--- config.mk ---
export PLATFORM = sky130hd
export DESIGN_NAME = line_query_longest_match_score
export DESIGN_NICKNAME = d
export VERILOG_FILES = /design/src/lqlm_pkg.sv /design/src/lqlm_front.sv /design/src/lqlm_fifo.sv /design/src/lqlm_cell.sv /design/src/lqlm_back.sv /design/src/line_query_longest_match_score.sv
export SDC_FILE = /design/constraint.sdc
export NUM_CORES = 1
export LEC_CHECK = 0
export BUFFER_PORTS_ARGS = -buffer_cell sky130_fd_sc_hd__clkbuf_2
export CORE_MARGIN = 2
export CORE_UTILIZATION = 35
export CTS_CLUSTER_DIAMETER = 200
export DETAILED_ROUTE_END_ITERATION = 10
export GPL_ROUTABILITY_DRIVEN = 0
export GPL_TIMING_DRIVEN = 0
export PLACE_DENSITY = 0.55
export SYNTH_ARGS = -nofsm -noshare
export SYNTH_HDL_FRONTEND = slang
export SYNTH_SLANG_ARGS = --single-unit
--- constraint.sdc ---
create_clock -name clock -period 4.3 [get_ports clock]
set_input_delay 0.86 -clock clock [delete_from_list [all_inputs] [get_ports clock]]
set_output_delay 0.86 -clock clock [all_outputs]
set_load 0.05 [all_outputs]
--- src/lqlm_pkg.sv ---
// types, constants and helper functions shared by the line query match scorer
`timescale 1ns / 1ps

package lqlm_pkg;

   localparam int unsigned BYTE_W      = 8;
   localparam int unsigned POS_W       = 5;
   localparam int unsigned LEN_W       = 6;
   localparam int unsigned RUN_W       = 6;
   localparam int unsigned COUNT_W     = 16;
   localparam int unsigned CMP_W       = 8;
   localparam int unsigned REQ_DATA_W  = 16;
   localparam int unsigned RSP_DATA_W  = 40;
   localparam int unsigned QUEUE_DEPTH = 2;
   localparam int unsigned QUEUE_IDX_W = $clog2(QUEUE_DEPTH);

   localparam logic [BYTE_W-1:0]  NEWLINE_CHAR = 8'h0A;
   localparam logic [BYTE_W-1:0]  ZERO_CHAR    = 8'h00;
   localparam logic [BYTE_W-1:0]  UPPER_FIRST  = 8'h41;
   localparam logic [BYTE_W-1:0]  UPPER_LAST   = 8'h5A;
   localparam logic [BYTE_W-1:0]  CASE_OFFSET  = 8'h20;
   localparam logic [RUN_W-1:0]   RUN_MAX      = 6'd63;
   localparam logic [COUNT_W-1:0] COUNT_MAX    = 16'hFFFF;
   localparam logic [LEN_W-1:0]   LEN_RESET    = 6'd1;

   localparam logic KIND_QUERY = 1'b0;
   localparam logic KIND_TEXT  = 1'b1;

   typedef enum logic [1:0] {
      OP_LOAD,
      OP_TEXT,
      OP_NEWLINE
   } op_type;

   typedef struct packed {
      op_type              op;
      logic [BYTE_W-1:0]   char_value;
      logic                char_ok;
      logic [POS_W-1:0]    position;
   } item_type;

   typedef struct packed {
      logic                step;
      logic                clear;
      logic [BYTE_W-1:0]   text_char;
      logic                text_ok;
   } cell_ctrl_type;

   function automatic logic [BYTE_W-1:0] fold_case(input logic [BYTE_W-1:0] c);
      logic [BYTE_W-1:0] folded;
      folded = c;
      if (c >= UPPER_FIRST && c <= UPPER_LAST) begin
         folded = c + CASE_OFFSET;
      end
      return folded;
   endfunction

   function automatic logic is_matchable(input logic [BYTE_W-1:0] c);
      return (c != ZERO_CHAR) && (c != NEWLINE_CHAR);
   endfunction

endpackage

--- src/lqlm_front.sv ---
// front end: takes requests, folds case and sorts them into load, text and newline
`timescale 1ns / 1ps

module lqlm_front
   import lqlm_pkg::*;
(
   input  logic                  req_tvalid,
   output logic                  req_tready,
   input  logic [REQ_DATA_W-1:0] req_tdata,
   input  logic                  req_tuser,
   input  logic                  queue_full,
   output logic                  push,
   output item_type              push_item
);

   logic [BYTE_W-1:0] req_byte;

   assign req_byte   = req_tdata[BYTE_W-1:0];
   assign req_tready = !queue_full;
   assign push       = req_tvalid && !queue_full;

   always_comb begin
      push_item.char_value = fold_case(req_byte);
      push_item.char_ok    = is_matchable(req_byte);
      push_item.position   = req_tdata[BYTE_W +: POS_W];
      if (req_tuser == KIND_QUERY) begin
         push_item.op = OP_LOAD;
      end else if (req_byte == NEWLINE_CHAR) begin
         push_item.op = OP_NEWLINE;
      end else begin
         push_item.op = OP_TEXT;
      end
   end

endmodule

--- src/lqlm_fifo.sv ---
// short request queue between front end and back end
`timescale 1ns / 1ps

module lqlm_fifo
   import lqlm_pkg::*;
(
   input  logic     clock,
   input  logic     reset,
   input  logic     push,
   input  item_type push_item,
   output logic     full,
   input  logic     pop,
   output item_type pop_item,
   output logic     not_empty
);

   localparam logic [QUEUE_IDX_W:0] DEPTH_COUNT = (QUEUE_IDX_W + 1)'(QUEUE_DEPTH);

   item_type                entries_ff [QUEUE_DEPTH];
   logic [QUEUE_IDX_W-1:0]  wr_ptr_ff;
   logic [QUEUE_IDX_W-1:0]  wr_ptr_in;
   logic [QUEUE_IDX_W-1:0]  rd_ptr_ff;
   logic [QUEUE_IDX_W-1:0]  rd_ptr_in;
   logic [QUEUE_IDX_W:0]    count_ff;
   logic [QUEUE_IDX_W:0]    count_in;

   assign full      = (count_ff == DEPTH_COUNT);
   assign not_empty = (count_ff != '0);
   assign pop_item  = entries_ff[rd_ptr_ff];

   always_comb begin
      wr_ptr_in = push ? wr_ptr_ff + 1'b1 : wr_ptr_ff;
      rd_ptr_in = pop ? rd_ptr_ff + 1'b1 : rd_ptr_ff;
      case ({push, pop})
         2'b10:   count_in = count_ff + 1'b1;
         2'b01:   count_in = count_ff - 1'b1;
         default: count_in = count_ff;
      endcase
   end

   always_ff @(posedge clock) begin
      if (reset) begin
         wr_ptr_ff <= '0;
         rd_ptr_ff <= '0;
         count_ff  <= '0;
      end else begin
         wr_ptr_ff <= wr_ptr_in;
         rd_ptr_ff <= rd_ptr_in;
         count_ff  <= count_in;
      end
   end

   always_ff @(posedge clock) begin
      if (push) begin
         entries_ff[wr_ptr_ff] <= push_item;
      end
   end

   a_no_push_when_full: assert property (@(posedge clock) disable iff (reset)
      full |-> !push) else $error("queue written while full");

   a_no_pop_when_empty: assert property (@(posedge clock) disable iff (reset)
      !not_empty |-> !pop) else $error("queue read while empty");

   a_count_in_range: assert property (@(posedge clock) disable iff (reset)
      count_ff <= DEPTH_COUNT) else $error("queue count beyond depth");

endmodule

--- src/lqlm_cell.sv ---
// one query position: stored character and the run ending at it
`timescale 1ns / 1ps

module lqlm_cell
   import lqlm_pkg::*;
(
   input  logic              clock,
   input  logic              reset,
   input  cell_ctrl_type     ctrl,
   input  logic              load_en,
   input  logic [BYTE_W-1:0] load_char,
   input  logic              load_ok,
   input  logic              enable,
   input  logic [RUN_W-1:0]  prev_run,
   input  logic [RUN_W:0]    best_plus,
   output logic [RUN_W-1:0]  run,
   output logic              grow
);

   logic [BYTE_W-1:0] query_char_ff;
   logic              query_ok_ff;
   logic [RUN_W-1:0]  run_ff;
   logic [RUN_W-1:0]  run_in;
   logic [RUN_W-1:0]  next_run;
   logic              hit;

   always_comb begin
      hit = enable && ctrl.text_ok && query_ok_ff && (ctrl.text_char == query_char_ff);
      if (!hit) begin
         next_run = '0;
      end else if (prev_run == RUN_MAX) begin
         next_run = RUN_MAX;
      end else begin
         next_run = prev_run + 1'b1;
      end
      if (ctrl.clear) begin
         run_in = '0;
      end else if (ctrl.step) begin
         run_in = next_run;
      end else begin
         run_in = run_ff;
      end
      grow = ctrl.step && ({1'b0, next_run} == best_plus);
   end

   assign run = run_ff;

   always_ff @(posedge clock) begin
      if (reset) begin
         run_ff <= '0;
      end else begin
         run_ff <= run_in;
      end
   end

   always_ff @(posedge clock) begin
      if (load_en) begin
         query_char_ff <= load_char;
         query_ok_ff   <= load_ok;
      end
   end

endmodule

--- src/lqlm_back.sv ---
// back end: comparison cells, running best, counters and result register
`timescale 1ns / 1ps

module lqlm_back
   import lqlm_pkg::*;
#(
   parameter int unsigned QUERY_MAX = 32
) (
   input  logic                  clock,
   input  logic                  reset,
   input  logic                  csr_wr_en,
   input  logic [LEN_W-1:0]      csr_wr_data,
   input  logic                  not_empty,
   input  item_type              pop_item,
   output logic                  pop,
   output logic                  rsp_tvalid,
   input  logic                  rsp_tready,
   output logic [RSP_DATA_W-1:0] rsp_tdata
);

   logic [LEN_W-1:0]   query_length_ff;
   logic [RUN_W-1:0]   best_ff;
   logic [RUN_W-1:0]   best_in;
   logic [COUNT_W-1:0] line_cnt_ff;
   logic [COUNT_W-1:0] line_cnt_in;
   logic [COUNT_W-1:0] byte_cnt_ff;
   logic [COUNT_W-1:0] byte_cnt_in;
   logic               rsp_valid_ff;
   logic               rsp_valid_in;
   logic [COUNT_W-1:0] line_out_ff;
   logic [COUNT_W-1:0] bytes_out_ff;
   logic [RUN_W-1:0]   score_out_ff;

   cell_ctrl_type      ctrl;
   logic               do_load;
   logic [RUN_W:0]     best_plus;
   logic [RUN_W-1:0]   runs [QUERY_MAX];
   logic [QUERY_MAX-1:0] grow_vec;

   always_comb begin
      pop = not_empty && ((pop_item.op != OP_NEWLINE) || !rsp_valid_ff || rsp_tready);
      do_load        = pop && (pop_item.op == OP_LOAD);
      ctrl.step      = pop && (pop_item.op == OP_TEXT);
      ctrl.clear     = pop && (pop_item.op == OP_NEWLINE);
      ctrl.text_char = pop_item.char_value;
      ctrl.text_ok   = pop_item.char_ok;
      best_plus      = {1'b0, best_ff} + 1'b1;
   end

   for (genvar q = 0; q < QUERY_MAX; q++) begin : g_cell
      localparam logic [CMP_W-1:0] CELL_POS = CMP_W'(q);
      logic [RUN_W-1:0] prev_run;
      logic             cell_enable;
      logic             load_sel;

      if (q == 0) begin : g_first
         assign prev_run = '0;
      end else begin : g_rest
         assign prev_run = runs[q-1];
      end

      assign cell_enable = {{(CMP_W - LEN_W){1'b0}}, query_length_ff} > CELL_POS;
      assign load_sel    = do_load &&
                           ({{(CMP_W - POS_W){1'b0}}, pop_item.position} == CELL_POS);

      lqlm_cell u_cell (
         .clock     (clock),
         .reset     (reset),
         .ctrl      (ctrl),
         .load_en   (load_sel),
         .load_char (pop_item.char_value),
         .load_ok   (pop_item.char_ok),
         .enable    (cell_enable),
         .prev_run  (prev_run),
         .best_plus (best_plus),
         .run       (runs[q]),
         .grow      (grow_vec[q])
      );
   end

   // a new run can pass the best by at most one
   always_comb begin
      best_in     = best_ff;
      line_cnt_in = line_cnt_ff;
      byte_cnt_in = byte_cnt_ff;
      if (ctrl.clear) begin
         best_in     = '0;
         byte_cnt_in = '0;
         if (line_cnt_ff != COUNT_MAX) begin
            line_cnt_in = line_cnt_ff + 1'b1;
         end
      end else if (ctrl.step) begin
         if (|grow_vec) begin
            best_in = best_ff + 1'b1;
         end
         if (byte_cnt_ff != COUNT_MAX) begin
            byte_cnt_in = byte_cnt_ff + 1'b1;
         end
      end
      if (ctrl.clear) begin
         rsp_valid_in = 1'b1;
      end else if (rsp_tready) begin
         rsp_valid_in = 1'b0;
      end else begin
         rsp_valid_in = rsp_valid_ff;
      end
   end

   always_ff @(posedge clock) begin
      if (reset) begin
         query_length_ff <= LEN_RESET;
         best_ff         <= '0;
         line_cnt_ff     <= COUNT_W'(1);
         byte_cnt_ff     <= '0;
         rsp_valid_ff    <= 1'b0;
      end else begin
         if (csr_wr_en) begin
            query_length_ff <= csr_wr_data;
         end
         best_ff      <= best_in;
         line_cnt_ff  <= line_cnt_in;
         byte_cnt_ff  <= byte_cnt_in;
         rsp_valid_ff <= rsp_valid_in;
      end
   end

   always_ff @(posedge clock) begin
      if (ctrl.clear) begin
         line_out_ff  <= line_cnt_ff;
         bytes_out_ff <= byte_cnt_ff;
         score_out_ff <= best_ff;
      end
   end

   assign rsp_tvalid = rsp_valid_ff;
   assign rsp_tdata  = {{(RSP_DATA_W - 2 * COUNT_W - RUN_W){1'b0}},
                        score_out_ff, bytes_out_ff, line_out_ff};

   a_best_cleared_after_line: assert property (@(posedge clock) disable iff (reset)
      ctrl.clear |=> best_ff == '0) else $error("best not cleared after newline");

   a_best_steps_by_one: assert property (@(posedge clock) disable iff (reset)
      ctrl.step |=> ({1'b0, best_ff} <= {1'b0, $past(best_ff)} + 1'b1))
      else $error("best grew by more than one");

   a_line_counter_nonzero: assert property (@(posedge clock) disable iff (reset)
      line_cnt_ff != '0) else $error("line counter reached zero");

   a_no_result_overwrite: assert property (@(posedge clock) disable iff (reset)
      (rsp_valid_ff && !rsp_tready) |-> !ctrl.clear)
      else $error("pending result overwritten");

endmodule

--- src/line_query_longest_match_score.sv ---
// top level of the line scorer by longest case-insensitive run shared with a stored query
//
//   channel   dir   handshake                 payload
//   req       in    req_tvalid / req_tready   tuser: kind; tdata: byte_value, query_position
//   rsp       out   rsp_tvalid / rsp_tready   tdata: line_number, line_bytes, match_score
//   csr       in    csr_wr_en                 csr_wr_data: query_length
//
// one request per cycle unless the queue is full; it holds two requests between front and back
// a text byte updates the comparison cells at the edge it leaves the queue
// a result shows at the edge its newline leaves the queue
// a newline at the head of the queue waits only while an earlier result is still held in rsp
// reset needs no clearing pass; the query store keeps no reset
`timescale 1ns / 1ps

module line_query_longest_match_score
   import lqlm_pkg::*;
#(
   parameter int unsigned QUERY_MAX = 32
) (
   input  logic                  clock,
   input  logic                  reset,
   input  logic                  req_tvalid,
   output logic                  req_tready,
   input  logic [REQ_DATA_W-1:0] req_tdata,   // byte_value, query_position, zero fill
   input  logic                  req_tuser,   // kind
   output logic                  rsp_tvalid,
   input  logic                  rsp_tready,
   output logic [RSP_DATA_W-1:0] rsp_tdata,   // line_number, line_bytes, match_score, zero fill
   input  logic                  csr_wr_en,
   input  logic [LEN_W-1:0]      csr_wr_data
);

   logic     push;
   item_type push_item;
   logic     queue_full;
   logic     pop;
   item_type pop_item;
   logic     not_empty;

   lqlm_front u_front (
      .req_tvalid (req_tvalid),
      .req_tready (req_tready),
      .req_tdata  (req_tdata),
      .req_tuser  (req_tuser),
      .queue_full (queue_full),
      .push       (push),
      .push_item  (push_item)
   );

   lqlm_fifo u_fifo (
      .clock     (clock),
      .reset     (reset),
      .push      (push),
      .push_item (push_item),
      .full      (queue_full),
      .pop       (pop),
      .pop_item  (pop_item),
      .not_empty (not_empty)
   );

   lqlm_back #(
      .QUERY_MAX (QUERY_MAX)
   ) u_back (
      .clock       (clock),
      .reset       (reset),
      .csr_wr_en   (csr_wr_en),
      .csr_wr_data (csr_wr_data),
      .not_empty   (not_empty),
      .pop_item    (pop_item),
      .pop         (pop),
      .rsp_tvalid  (rsp_tvalid),
      .rsp_tready  (rsp_tready),
      .rsp_tdata   (rsp_tdata)
   );

endmodule
==> impl_metrics.toml, run 1 <==
[run]
cap_violations = 0

[pwr]
pwr-share-clk = 0.322
power_frac_comb = 0.311
switchingPower_w = 0.006308
peakVddDrop_mv = 0.3343
power_leakage_nw = 11.54
p_int_w = 0.01109
swShare = 0.3626
power_density_nw_per_um2 = 494.4
seq_power_share = 0.367

[clock_tree]
ctsHoldBuffers = 0
root_buffer = "clkbuf_16"
clock_latency_ns = 0.68
clk_pin_slew_ns = 0.06
clock_path_buffers = 3
cts.sinks = 579
cts_tree = "built"
cts.htree.levels = 2
cts_inserted_buffers = 60

[finish]
drive_gt1_frac = 0.1142
nets = 3330
syn_to_final_growth_pct = 15.11
fin_area_um2 = 35190

[yosys]
seq_area_frac_synth = 0.4965
synth_area_leader_cell = "edfxtp_1"
synth_top_cell_area_share = 0.3517
synth_area_um2 = 30570
synthArstFlopShare = 0
syn_avg_cell_area_um2 = 9.854
synth.most_common_cell = "edfxtp_1"
synthCells = 3102
ys_warn_count = 0
synth_area_leaders = "edfxtp_1, dfxtp_1, xnor2_1, a21oi_1, nor2_1"
synthTopCellsByCount = "edfxtp_1, nor2_1, xnor2_1"
yosysUniqueCellTypes = 91
synth-edff-count = 358
synthFlopType = "edfxtp_1"
synth-seq-cells = 579

[global_route]
grt_use_total = 0.2385
overflow = 0
grt_max_degree = 44
grt_pass1_vias = 23600
antenna_found_initial = 7
grt_pass1_wl_um = 159100

[sta]
timing.final.crit_share = 1.004
fin_worst_skew_ns = 0.03115
fin_ws_ns = -0.01550
layout_min_cycle_time_ns = 4.316
finalHoldViolCount = 0
tightest_slew_ns = 1.277
fin_tns_setup_ns = -0.01550
setup_viol = 1
slew_viol_final = 0
relSlewSlack = 0.1479
max_freq_mhz = 231.7
rsz0062_at_grt = "yes"

[status]
violations = "negative setup slack"
status = "finished with violations"

[routing]
wl_per_cell_um = 24.55
top_layer = "met5"
firstDrtPassIters = 6
routed_wl_um = 109900
route.vias.total = 25720
dr_wl_met3_um = 10150
postRouteAntennaNets = 0
via_per_inst = 5.747
drtIter0Drc = 3195
dr_wl_met2_um = 47460
drc = 0
drt-met1-wl_um = 46100

[placed_design]
io_buffers = 63
hpwlAfterDp_um = 75660
dpl_cell_area_um2 = 32410

[die]
pin_count = 70
chipHeight_um = 299.5
core_area_um2 = 86620
fp-row-count = 108
die-area_um2 = 89710
fp.dieW_um = 299.5
initial_core_util = 0.3529

[worst_setup_path]
start_kind = "flip-flop"
crit_arrival_ns = 4.91
path_class = "reg2reg"
cp_max_fo = 10
cp.required_ns = 4.90
end_kind = "flip-flop"
r2r_cells = 14

[hold_path]
hold_class = "in2reg"
min_path_cells = 1
power by group through the flow:
| stage | combinational (W) | sequential [W] | clock, W |
|---|---|---|---|
| after floorplan | 0.00289 | 0.00662 | 0 |
| final | 0.00540 | 0.00638 | 0.00561 |
| after detailed placement | 0.00501 | 0.00651 | 0 |
| after CTS | 0.00517 | 0.00639 | 0.00567 |
| after global placement | 0.00497 | 0.00652 | 0 |
| after global routing | 0.00556 | 0.00640 | 0.00589 |
metrics by stage:
step | util | hold slack, ns | worst slack (ns) | total power [W] | instances
finish | 0.4062 | 0.3755 | -0.01550 | 0.01740 | 4476
global route | 0.4062 | 0.3705 | -0.04540 | 0.01784 | 4474
detailed placement | 0.3742 | 0.4218 | -2.239 | 0.01152 | 4326
CTS | 0.4037 | 0.3585 | 0.001727 | 0.01723 | 4462
floorplan | - | 0.4029 | 0.8835 | 0.009508 | 3103
global placement | 0.3732 | 0.4254 | -2.251 | 0.01149 | 4321
worst paths after layout:
check / from / to / slack (ns)
worst max-delay path: u_back.best_ff[3] / u_back.best_ff[3] / -0.02
worst min-delay path: req_tdata[9] / u_fifo.entries_ff[0][1] / 0.38
worst max register to register: u_back.best_ff[3] / u_back.best_ff[3] / -0.02
worst min register to register: u_back.best_ff[3] / u_back.score_out_ff[3] / 0.44
logic make-up after synthesis:
kind of cell,synth area share
adder cells (fa/ha/maj),0.01433
other,0.0001227
XOR/XNOR,0.1106
buffers and inverters,0.03291
flip-flops,0.4965
AO/OA/AOI/OAI,0.1253
multiplexers,0.02714
AND/OR/NAND/NOR,0.1931
layout make-up:
cell class | count | area, um^2
tap | 1155 | 1445
fill | 8488 | 51430
sequential | 579 | 15170
clock inverter | 31 | 430.4
timing repair buffer | 107 | 690.7
inverter | 39 | 147.6
clock buffer | 83 | 1659
antenna | 2 | 5.005
buffer | 177 | 944.7
multi-input combinational | 2303 | 14690
repair_timing:
item,in CTS,in global routing
endpoints found under the setup margin,46,35
buffers inserted,25,13
pin swaps,15,5
resized for setup,88,34
state kept, by name (all words and copies together) (netlist names), named ones only:
register	count
u_back.best_ff	6
u_back.byte_cnt_ff	16
u_back.bytes_out_ff	16
u_back.g_cell.u_cell.query_char_ff	256
u_back.g_cell.u_cell.query_ok_ff	32
u_back.g_cell.u_cell.run	171
u_back.line_cnt_ff	16
u_back.line_out_ff	16
u_back.query_length_ff	6
u_back.rsp_tvalid	1
u_back.score_out_ff	6
u_fifo.count_ff	2
u_fifo.entries_ff	32
u_fifo.rd_ptr_ff	1
u_fifo.wr_ptr_ff	1
critical path: stages, from the launching register on:
cell and delay [ns]:
dfxtp_1 0.33, buf_2 0.39, nand3_1 0.23, o21ai_0 0.45, nand2_2 0.31, clkbuf_2 0.39
nor2_2 0.38, nand4_1 0.28, a21oi_1 0.33, and4bb_1 0.30, o2111ai_2 0.14, nor4_4 0.08
buf_4 0.18, a211oi_2 0.23, mux2i_1 0.21
layout by cell type (no fill, tap or decap), drive strengths merged, types with 16 or more instances in the layout:
master,Yosys,layout
nor4,49,49
and3,52,52
xor2,103,103
o211ai,16,16
o22ai,17,17
nand4,55,55
a21oi,248,248
o21ai,116,116
nor3,130,130
nand3,170,170
buf,54,99
a31oi,39,39
nand2b,43,43
nand2,212,212
clkinv,1,21
or3,32,32
xnor2,283,283
a22oi,25,25
nor2,329,329
nor2b,24,24
clkbuf,128,267
mux2i,65,65
nor3b,19,19
inv,38,38
and2,24,24
edfxtp,358,358
dfxtp,221,221
ha,35,35
routing by layer:
metal / vias to the layer above / GRT usage
li1: 11670 / -
met1: 12400 / 0.3246
met2: 1303 / 0.3638
met3: 339 / 0.04588
met4: 8 / 0.1167
met5: - / 0
Note: power is estimated with default switching activity, not from simulation.
==> inputs of run 2 (changes only) <==
--- a/config.mk
+++ b/config.mk
@@ -5,14 +5,15 @@
 export SDC_FILE = /design/constraint.sdc
 export NUM_CORES = 1
 export LEC_CHECK = 0
-export BUFFER_PORTS_ARGS = -buffer_cell sky130_fd_sc_hd__clkbuf_2
+export ABC_AREA = 1
 export CORE_MARGIN = 2
 export CORE_UTILIZATION = 35
 export CTS_CLUSTER_DIAMETER = 200
 export DETAILED_ROUTE_END_ITERATION = 10
+export DONT_BUFFER_PORTS = 1
 export GPL_ROUTABILITY_DRIVEN = 0
 export GPL_TIMING_DRIVEN = 0
-export PLACE_DENSITY = 0.55
+export PLACE_DENSITY = 0.54
 export SYNTH_ARGS = -nofsm -noshare
 export SYNTH_HDL_FRONTEND = slang
 export SYNTH_SLANG_ARGS = --single-unit
==> impl_metrics.toml, run 2 <==
[status]
status = "finished clean"

[finish]
final_common_cell = "nand2_1"
syn_to_final_growth_pct = 11.37
drive_gt1_frac = 0.06790
top_register = "u_back.g_cell.u_cell.query_char_ff"
instances_no_fill = 6095
nets = 4829
final_cell_mix = "nand2_1, inv_1, nor2_1"
largest_reg_flops = 256

[sta]
layout_min_cycle_time_ns = 4.233
worst_hold_slack_ns = 0.3180
fin_worst_skew_ns = 0.02655
setup_viol = 0
max_freq_mhz = 236.3
relSlewSlack = 0.02938
slew_viol_final = 0
tightest_slew_ns = 1.456
finalHoldViolCount = 0
timing.final.crit_share = 0.9843
fin_tns_setup_ns = 0

[yosys]
seq_area_frac_synth = 0.4468
yosysUniqueCellTypes = 56
synth-compound-area-share = 0.08536
synth_top_family_by_area = "simple AND/OR/NAND/NOR gates"
synthArstFlopShare = 0
synthTopCellsByCount = "nand2_1, inv_1, nor2_1"
ys_warn_count = 0
syn_avg_cell_area_um2 = 7.234
synth_top_cell_area_share = 0.3165
synth_fa_ha_area_frac = 0.01289
synthXorXnorAreaFrac = 0.01256
synth_area_um2 = 33960
synth.most_common_cell = "nand2_1"
synth_mux_area_frac = 0
synthSimpleGateAreaFrac = 0.3527
synthFlopType = "edfxtp_1"
synthCells = 4695
synth_area_leaders = "edfxtp_1, nand2_1, dfxtp_1, nand3_1, inv_1"
synth-seq-cells = 579
synth-edff-count = 358
synth_area_leader_cell = "edfxtp_1"

[die]
initial_core_util = 0.3522
pin_count = 70
fp-row-count = 114
chipHeight_um = 315.5
die-area_um2 = 99540
core_area_um2 = 96420
fp.dieW_um = 315.5

[global_route]
grt_max_degree = 42
antenna_found_initial = 5
grt_pass1_wl_um = 196400
grt_use_total = 0.2708
grt_pass1_vias = 29130
overflow = 0

[clock_tree]
cts_inserted_buffers = 67
clock_path_buffers = 3
cts.sinks = 579
clk_pin_slew_ns = 0.06
cts_tree = "built"
clock_latency_ns = 0.65
cts_setup_buffers = 0
root_buffer = "clkbuf_16"
cts.htree.levels = 3

[pwr]
power_density_nw_per_um2 = 607.3
power_leakage_nw = 16.59
totalPowerFinal_w = 0.02297
peakVddDrop_mv = 0.3432

[routing]
drc = 0
drtIter0Drc = 4313
wl_per_cell_um = 22.47
via_per_inst = 5.370
route.vias.total = 32730
postRouteAntennaNets = 0
firstDrtPassIters = 6
routed_wl_um = 136900

[hold_path]
hold_class = "in2reg"

[worst_setup_path]
cp.required_ns = 4.77
cp_max_fo = 10
start_kind = "flip-flop"
end_kind = "flip-flop"
path_class = "reg2reg"
crit_arrival_ns = 4.70

[run]
cap_violations = 0

[placed_design]
dp.cells = 5973
io_buffers = 0
hpwlAfterDp_um = 95540
==> run 2: changes by cell type after synthesis, moves of 71 or more <==
cell / change
inv_1: +503
nand2_1: +1302
nand3_1: +237
nand4_1: +120
nor2_1: +117
nor3_1: -85
o21ai_0: +154
xnor2_1: -270
xor2_1: -71
==> run 2: metrics by stage <==
step | setup slack, ns | area [um^2] | util
after floorplan | 1.685 | 33970 | -
after global placement | -0.2137 | 35560 | 0.3688
after detailed placement | -0.2168 | 35570 | 0.3689
after CTS | 0.01586 | 37750 | 0.3915
after global routing | -0.01127 | 37820 | 0.3922
final | 0.06730 | 37820 | 0.3923
==> run 2: critical path, cell delays in order (launching register included) <==
cell and delay (ns):
dfxtp_1 0.38, buf_2 0.36, nand3_1 0.17, nor2_1 0.29
xor2_4 0.57, inv_1 0.18, clkbuf_1 0.57, nand4_1 0.29
nand2_1 0.07, nand2_1 0.06, nor2_1 0.04, nand3_1 0.09
nand2_1 0.08, nor2_1 0.26, nand2_2 0.17, nor2_8 0.20
nand2_4 0.09, nand2_1 0.07, a21oi_1 0.09
==> run 2: logic make-up (layout without fill, tap and decap cells) <==
family          count (synthesis)  in the layout
simple gates                 2742           2742
buf+inv                       729            849
flops                         579            579
compound gates                562            562
xor+xnor                       47             47
fa+ha+maj                      35             35
other cells                     1              5
==> run 2: timing repair <==
item	in CTS	in global routing
resized for setup	8	28
endpoints found under the setup margin	6	84
hold buffers	0	0
pin swaps	0	0
==> run 2: area by class of cell <==
| class | instances | area (um^2) |
|---|---|---|
| antenna | 3 | 7.507 |
| buffer | 177 | 992.2 |
| clock buffer | 97 | 1913 |
| clock inverter | 22 | 241.5 |
| fill | 10040 | 58600 |
| inverter | 552 | 2079 |
| multi-input combinational | 3388 | 15810 |
| sequential | 579 | 15170 |
| tap | 1276 | 1597 |
| timing repair buffer | 1 | 7.507 |
==> run 2: final timing paths <==
check	start	end	slack (ns)	cells after the start
worst max register to register	u_back.best_ff[0]	u_back.best_ff[4]	0.07	18
worst max-delay path	u_back.best_ff[0]	u_back.best_ff[4]	0.07	18
worst min register to register	u_back.byte_cnt_ff[15]	u_back.bytes_out_ff[15]	0.44	0
worst min-delay path	csr_wr_en	u_back.query_length_ff[0]	0.32	1
==> run 2: power breakdown <==
part | leakage (nW) | switching (W) | total [W] | internal, W
Combinational | 10.5 | 0.00705 | 0.00928 | 0.00223
Clock | 1.05 | 0.00247 | 0.00582 | 0.00334
Sequential | 5.04 | 0.000868 | 0.00787 | 0.00700
Total | 16.6 | 0.0104 | 0.0230 | 0.0126
==> run 2: per-layer routing <==
metal | part of all wire | wire (um) | vias up | GRT usage
met5 | 0.00015 | 20 | - | 0
met4 | 0.050 | 6789 | 4 | 0.1238
met3 | 0.10 | 13670 | 342 | 0.05018
met2 | 0.42 | 57410 | 1679 | 0.4063
met1 | 0.43 | 59040 | 15210 | 0.3780
li1 | - | - | 15500 | -
